==> config.mk <==
export PLATFORM = sky130hd
export DESIGN_NAME = usp_ctrl
export DESIGN_NICKNAME = d
export VERILOG_FILES = /design/src/hdl/usp_pkg.sv /design/src/hdl/usp_ctrl.sv
export SDC_FILE = /design/constraint.sdc
export NUM_CORES = 1
export LEC_CHECK = 0
export BUFFER_PORTS_ARGS = -buffer_cell sky130_fd_sc_hd__buf_4
export CORE_AREA = 4 4 41 43
export CTS_CLUSTER_DIAMETER = 150
export DETAILED_ROUTE_END_ITERATION = 8
export DIE_AREA = 0 0 45 47
export GPL_TIMING_DRIVEN = 1
export SLEW_MARGIN = 10
export SYNTH_ARGS = -nofsm -noshare
export SYNTH_HDL_FRONTEND = slang
export SYNTH_SLANG_ARGS = --single-unit
==> constraint.sdc <==
create_clock -name clock -period 1.56 [get_ports clock]
set_clock_uncertainty 0.05 [all_clocks]
set_input_delay 0.234 -clock clock [delete_from_list [all_inputs] [get_ports clock]]
set_output_delay 0.234 -clock clock [all_outputs]
set_load 0.03 [all_outputs]
==> src/hdl/usp_pkg.sv <==
package usp_pkg;

   localparam int LEN_W = 12;
   localparam int BYTE_W = 8;

   localparam logic [BYTE_W-1:0] NEWLINE_CHAR = 8'h0A;
   localparam logic [BYTE_W-1:0] SPACE_CHAR = 8'h20;
   localparam logic [BYTE_W-1:0] LEAD_MASK = 8'hC0;

   typedef struct packed {
      logic take_beat;   // store the request beat (byte, if any)
      logic scan_start;  // begin backward search from max_length
      logic cut_load;    // load cut result, advance window head
      logic fin_load;    // load final chunk, empty window
      logic cfg_write;   // take new max_length, empty window
   } dp_cmd_type;

   typedef struct packed {
      logic will_cut;    // accepted beat fills the window
      logic scan_done;
   } dp_status_type;

endpackage

==> src/hdl/usp_ctrl.sv <==
module usp_ctrl (
   input  logic                   clock,
   input  logic                   reset,
   input  logic                   req_valid,
   output logic                   req_ready,
   input  logic                   req_end,
   input  logic                   csr_valid,
   output logic                   csr_ready,
   output logic                   rsp_valid,
   input  logic                   rsp_ready,
   output usp_pkg::dp_cmd_type    cmd,
   input  usp_pkg::dp_status_type status
);
   import usp_pkg::*;

   localparam logic [1:0] S_IDLE = 2'd0;
   localparam logic [1:0] S_SCAN = 2'd1;
   localparam logic [1:0] S_CUT = 2'd2;
   localparam logic [1:0] S_FIN = 2'd3;

   logic [1:0] state_ff, state_in;
   logic       end_ff, end_in;
   logic       req_acc, csr_acc;

   assign csr_ready = (state_ff == S_IDLE);
   assign req_ready = (state_ff == S_IDLE) && !csr_valid;
   assign req_acc = req_valid && req_ready;
   assign csr_acc = csr_valid && csr_ready;
   assign rsp_valid = (state_ff == S_CUT) || (state_ff == S_FIN);

   always_comb begin
      state_in = state_ff;
      end_in = end_ff;
      cmd = '0;
      case (state_ff)
         S_IDLE: begin
            cmd.cfg_write = csr_acc;
            if (req_acc) begin
               cmd.take_beat = 1'b1;
               end_in = req_end;
               if (status.will_cut) begin
                  cmd.scan_start = 1'b1;
                  state_in = S_SCAN;
               end else if (req_end) begin
                  cmd.fin_load = 1'b1;
                  state_in = S_FIN;
               end
            end
         end
         S_SCAN: begin
            if (status.scan_done) begin
               cmd.cut_load = 1'b1;
               state_in = S_CUT;
            end
         end
         S_CUT: begin
            if (rsp_ready) begin
               if (end_ff) begin
                  cmd.fin_load = 1'b1;
                  state_in = S_FIN;
               end else begin
                  state_in = S_IDLE;
               end
            end
         end
         S_FIN: begin
            if (rsp_ready) state_in = S_IDLE;
         end
         default: state_in = S_IDLE;
      endcase
   end

   always_ff @(posedge clock) begin
      if (reset) begin
         state_ff <= S_IDLE;
         end_ff <= 1'b0;
      end else begin
         state_ff <= state_in;
         end_ff <= end_in;
      end
   end

endmodule

==> impl_metrics.py, run 1 <==
metrics = {
    "sta": {
        "setup_viol": 0,
        "fmax_mhz": 656,
        "tns_ps": 0,
        "final-hold-violation-count": 0,
        "worstMarginPinSlew_ps": 255,
        "timing.hold.ws_ps": 138,
        "drv_slew": 0,
        "period_needed_ps": 1530,
        "slew_headroom_pct": 83.0,
        "setup_ws_ps": 34.9,
        "rsz0062_at_grt": "true",
        "finalCritPeriodShare_pct": 97.8,
    },
    "yosys": {
        "synth-async-reset-ratio_pct": 0,
        "synth-compound-area-share_pct": 13.3,
        "synth_top_area_share_pct": 23.6,
        "synth_xor_area_share_pct": 0,
        "syn-cell-area_um2": 254,
        "synth_fa_ha_area_share_pct": 0,
        "avgSynthCellArea_um2": 9.41,
        "synth_mux_area_share_pct": 11.8,
        "synthesis.nets": 35,
        "yosys_warnings": 0,
        "synth_area_leaders": "dfxtp_1 (24%), mux2i_1 (12%), nor4b_4 (9.4%)",
        "ys_ff_latch": 3,
        "synth_simple_gate_area_share_pct": 42.9,
        "syn_inst": 27,
        "synth_ff_type": "dfxtp_1",
        "synth_edf_count": 0,
        "ys_seq_area_share_pct": 23.6,
        "synth_top_family_by_area": "simple AND/OR/NAND/NOR gates",
        "yosys.area.top_type": "dfxtp_1",
        "ys_top_cells_by_count": "dfxtp_1 (3), mux2i_1 (3), a21oi_1 (2), nor2_1 (2), nor2b_1 (2)",
        "yosys.cell_types.count": 20,
    },
    "power": {
        "switchingPower_w": 0.000103,
        "p_clk_share_pct": 39.3,
        "seqPwrFrac_pct": 25.6,
        "pwr_density_cell_mw_per_mm2": 780,
        "p_sw_share_pct": 30.3,
        "leakage_nw": 0.199,
        "p_total_w": 0.000341,
        "peakVddDrop_v": 0.000291,
        "p_int_w": 0.000237,
        "pwr-share-comb_pct": 35.0,
    },
    "drt": {
        "final_antenna_net_count": 0,
        "drt_iter0_markers": 1,
        "drcViolationCount": 0,
        "wl_per_cell_um": 10.2,
        "vias_per_cell": 4.25,
        "wl_um": 640,
        "drt_pre_antenna_iters": 2,
        "vias": 268,
    },
    "critical_path": {
        "end_kind": "output pin",
        "crit_buf_inv": 1,
        "regToRegSetupSlack_ps": 120,
        "crit_type": "register to output pin",
        "critPathMaxStageDelay_ps": 350,
        "r2r-start": "state_ff[0]",
        "r2r_cells": 6,
        "path_max_fanout": 7,
        "timing.rr.end": "state_ff[1]",
        "crit_family": "simple AND/OR/NAND/NOR gates",
        "critPathLaunchType": "register",
        "cp_data_arrival_time_ps": 1240,
        "crit_chain": "nor4b_4 > nand3b_1 > nand2_2 > buf_6",
        "required_ps": 1280,
        "worst_path_max_delay_cell": "dfxtp_2",
    },
    "place": {
        "placed_cell_area_um2": 384,
        "dp_hpwl_um": 540,
        "gp_congestion": 0.739,
        "dp_slack_ps": 150,
        "portBuffers": 15,
    },
    "global_route": {
        "grt-ovfl-total": 0,
        "antenna_found_initial": 0,
        "grt_use_total_pct": 7.50,
        "grt_pass1_wl_um": 1100,
        "grt_pass1_vias": 275,
        "grt_max_degree": 9,
    },
    "clock_tree": {
        "cts_sinks": 3,
        "cts_tree": "built",
        "h-tree-depth": 1,
        "cts_buffers": 3,
        "ctsHoldBuffers": 0,
        "cts-root-buf": "clkbuf_4",
        "path_clk_slew_ps": 40,
        "cts.path.max_buffers": 2,
        "clk_latency_ps": 230,
    },
    "die": {
        "fp.dieH_um": 47,
        "core_area_mm2": 0.00130,
        "die_area_mm2": 0.00212,
        "row_count": 13,
        "fp.dieW_um": 45,
        "ioPinCount": 16,
        "start_util_pct": 19.5,
    },
    "finish": {
        "final_area_um2": 437,
        "drive_above_1_share_pct": 60.4,
        "diodes": 0,
        "fin_nets": 57,
        "syn_to_final_growth_pct": 71.9,
    },
    "worst_hold_path": {
        "hold_class": "primary input to register",
        "whs_path_depth": 2,
        "min_from": "reset",
        "hold_end": "state_ff[0]",
    },
    "run_status": {
        "status": "completed",
    },
    "job": {
        "cap_violations": 0,
    },
}
cell families (layout without fill, tap and decap cells):
logic type             after synthesis  after routing
AND/OR/NAND/NOR                     15             15
multiplexers                         3              3
flip-flops                           3              3
buffers and inverters                2             23
AO/OA/AOI/OAI                        4              4
power groups by stage:
stage	combinational (W)	sequential, W	clock (W)
finish	0.000119	0.0000873	0.000134
global route	0.000129	0.0000880	0.000146
CTS	0.000118	0.0000872	0.000142
detailed placement	0.000112	0.0000883	0
global placement	0.000113	0.0000883	0
floorplan	0.0000705	0.0000865	0
per-stage QoR:
step	util, %	instances
global placement	29.5	57
finish	33.6	63
detailed placement	29.5	57
floorplan	-	27
CTS	32.7	63
global route	33.6	63
worst max-delay path by stage:
| stage | to | cells after the start | from |
|---|---|---|---|
| floorplan | cmd[1] | 4 | state_ff[1] |
| global placement | cmd[1] | 5 | csr_valid |
| detailed placement | cmd[1] | 4 | state_ff[0] |
| CTS | cmd[1] | 4 | state_ff[0] |
| global route | cmd[1] | 4 | state_ff[0] |
| finish | cmd[1] | 4 | state_ff[0] |
flip-flops by register name, summed over array words and instances, names as in the netlist:
name,count
state_ff,2
end_ff,1
worst register-to-register path: stages, from the launching register on:
cell and delay (ps):
dfxtp_2 350, nor4b_4 330, buf_4 170, buf_4 100
buf_4 100, a21oi_1 70, o32ai_2 190
area by class of cell:
type	instances	area, µm²
clock buffer	4	26.3
fill	149	865
multi-input combinational	22	176
sequential	3	61.3
tap	15	18.8
timing repair buffer	19	154
layer usage:
| layer | share of wire (%) | vias to the layer above | track usage (%) |
|---|---|---|---|
| met1 | 38 | 117 | 7.26 |
| met2 | 48 | 12 | 12.1 |
| met4 | 0 | 0 | 5.26 |
| li1 | - | 139 | - |
| met5 | 0 | - | 0 |
| met3 | 15 | 0 | 4.21 |
cell usage in the layout, fill, tap and decap left out, drive strengths merged:
master  synthesis  layout
nor2b           2       2
dfxtp           3       3
and2            2       2
a21oi           2       2
or2             1       1
a22oi           1       1
or2b            1       1
nand3b          1       1
clkbuf          0       4
nand3           1       1
and3b           1       1
nor4b           1       1
nand2           1       1
buf             1      19
mux2i           3       3
nor2            2       2
nand2b          1       1
o32ai           1       1
nor3            1       1
repair_timing:
action / 4_1_cts / 5_1_grt
resized for setup: 0 / 3
buffers inserted: 2 / 0
endpoints found under the setup margin: 2 / 2
pin swaps: 1 / 2
No activity file was read; power rests on OpenSTA's default activity.
==> inputs of run 2 (changes only) <==
--- a/config.mk
+++ b/config.mk
@@ -11,6 +11,7 @@
 export DETAILED_ROUTE_END_ITERATION = 8
 export DIE_AREA = 0 0 45 47
 export GPL_TIMING_DRIVEN = 1
+export REMOVE_ABC_BUFFERS = 1
 export SLEW_MARGIN = 10
 export SYNTH_ARGS = -nofsm -noshare
 export SYNTH_HDL_FRONTEND = slang
==> constraint.sdc (replaced) <==
create_clock -name clock -period 1.8 [get_ports clock]
set_clock_uncertainty 0.05 [all_clocks]
set_input_delay 0.27 -clock clock [delete_from_list [all_inputs] [get_ports clock]]
set_output_delay 0.27 -clock clock [all_outputs]
set_load 0.03 [all_outputs]
==> impl_metrics.py, run 2 (synthesized netlist as in run 1, its figures left out) <==
metrics = {
    "critical_path": {
        "end_kind": "output pin",
        "regToRegSetupSlack_ps": 520,
        "required_ps": 1480,
        "worst_path_max_delay_cell": "dfxtp_1",
        "worst_path_most_repeated_cell": "buf_4",
        "critPathMaxStageDelay_ps": 370,
        "path_max_fanout": 7,
        "crit_type": "register to output pin",
        "r2r-start": "state_ff[0]",
        "cp_data_arrival_time_ps": 1270,
        "critPathLaunchType": "register",
        "r2r_cells": 4,
        "timing.rr.end": "end_ff",
        "crit_chain": "nor4b_4 > buf_4 > buf_4",
    },
    "finish": {
        "final_area_um2": 398,
        "final_common_cell": "buf_4",
        "final_cell_mix": "buf_4 (16), mux2i_1 (3), clkbuf_4 (3), dfxtp_1 (3)",
        "largestRegisters": "state_ff: 2 flops, end_ff: 1 flops",
        "drive_above_1_share_pct": 53.3,
        "syn_to_final_growth_pct": 56.7,
        "largest_reg_flops": 2,
        "largest-register": "state_ff",
        "fin_nets": 54,
        "diodes": 0,
        "instances_no_fill": 60,
    },
    "die": {
        "start_util_pct": 19.5,
        "fp.dieW_um": 45,
        "core_area_mm2": 0.00130,
        "die_area_mm2": 0.00212,
        "row_count": 13,
        "ioPinCount": 16,
        "fp.dieH_um": 47,
    },
    "sta": {
        "drv_slew": 0,
        "period_needed_ps": 1590,
        "slew_headroom_pct": 74.4,
        "fmax_mhz": 630,
        "final-hold-violation-count": 0,
        "rsz0062_at_grt": "false",
        "worstMarginPinSlew_ps": 383,
        "setup_viol": 0,
        "finalCritPeriodShare_pct": 88.2,
        "setup_ws_ps": 212,
    },
    "global_route": {
        "antenna_found_initial": 0,
        "grt_max_degree": 10,
        "grt_pass1_vias": 260,
        "grt_use_total_pct": 6.79,
        "grt-ovfl-total": 0,
        "grt_pass1_wl_um": 1020,
    },
    "power": {
        "switchingPower_w": 0.0000869,
        "pwr_density_cell_mw_per_mm2": 715,
        "seqPwrFrac_pct": 27.4,
        "p_int_w": 0.000198,
        "peakVddDrop_v": 0.000264,
        "p_total_w": 0.000284,
        "p_sw_share_pct": 30.6,
        "leakage_nw": 0.180,
        "pwr-share-comb_pct": 32.1,
        "p_clk_share_pct": 40.6,
    },
    "job": {
        "cap_violations": 0,
    },
    "clock_tree": {
        "cts-root-buf": "clkbuf_4",
        "cts_tree": "built",
        "cts_buffers": 3,
        "cts_resized": 0,
        "clk_latency_ps": 230,
        "path_clk_slew_ps": 40,
        "cts.path.max_buffers": 2,
        "ctsHoldBuffers": 0,
        "cts_setup_buffers": 0,
        "h-tree-depth": 1,
        "cts_sinks": 3,
    },
    "worst_hold_path": {
        "min_from": "reset",
        "hold_end": "end_ff",
        "hold_class": "primary input to register",
        "whs_path_depth": 2,
    },
    "drt": {
        "drt_pre_antenna_iters": 2,
        "drcViolationCount": 0,
        "final_antenna_net_count": 0,
        "wl_per_cell_um": 10.6,
        "vias": 252,
        "drt_iter0_markers": 2,
        "vias_per_cell": 4.20,
        "wl_um": 637,
    },
    "place": {
        "placed_cell_area_um2": 364,
        "gp_congestion": 0.636,
        "portBuffers": 15,
        "placed_cells_incl_taps": 55,
        "dp_slack_ps": 289,
    },
    "run_status": {
        "status": "completed",
    },
}
-- run 2: layout make-up --
class / count / area (µm²)
Fill cell: 157 / 903
Multi-Input combinational cell: 22 / 173
Timing Repair Buffer: 16 / 120
Sequential cell: 3 / 60.1
Clock buffer: 4 / 26.3
Tap cell: 15 / 18.8
-- run 2: how the worst max path moves through the flow --
stage                      startpoint  endpoint  slack, ps  cells past startpoint
after floorplan           state_ff[1]    cmd[1]        -40                      3
after global placement    state_ff[1]    cmd[3]        330                      3
after detailed placement  state_ff[1]    cmd[3]        290                      3
after CTS                 state_ff[1]    cmd[3]         40                      3
after global routing      state_ff[0]    cmd[1]        120                      4
final                     state_ff[0]    cmd[4]        210                      3
-- run 2: worst max-delay path: cells and delay by family, from the launching register on --
family / cells / cell delay [ps]
and+or+nand+nor: 1 / 330
buffers and inverters: 2 / 340
DFF: 1 / 370
-- run 2: stage by stage --
stage / hold slack [ps] / TNS [ps] / utilization, %
4_1_cts: 174 / 0 / 30.0
3_5_place_dp: 422 / 0 / 28.0
2_1_floorplan: 289 / -41.2 / -
3_3_place_gp: 420 / 0 / 28.0
5_1_grt: 192 / 0 / 30.6
6_report: 183 / 0 / 30.6
-- run 2: layer usage --
metal,wire (µm),global-route usage [%]
met1,248,7.71
met2,315,10.5
met3,73,2.30
met4,0,5.26
met5,0,0
-- run 2: power groups by stage --
stage | logic [W] | clock network, W | registers, W
after floorplan | 0.0000504 | 0 | 0.0000799
after global placement | 0.0000898 | 0 | 0.0000782
after detailed placement | 0.0000900 | 0 | 0.0000790
after CTS | 0.0000901 | 0.000123 | 0.0000780
after global routing | 0.0000994 | 0.000126 | 0.0000788
final | 0.0000913 | 0.000115 | 0.0000778
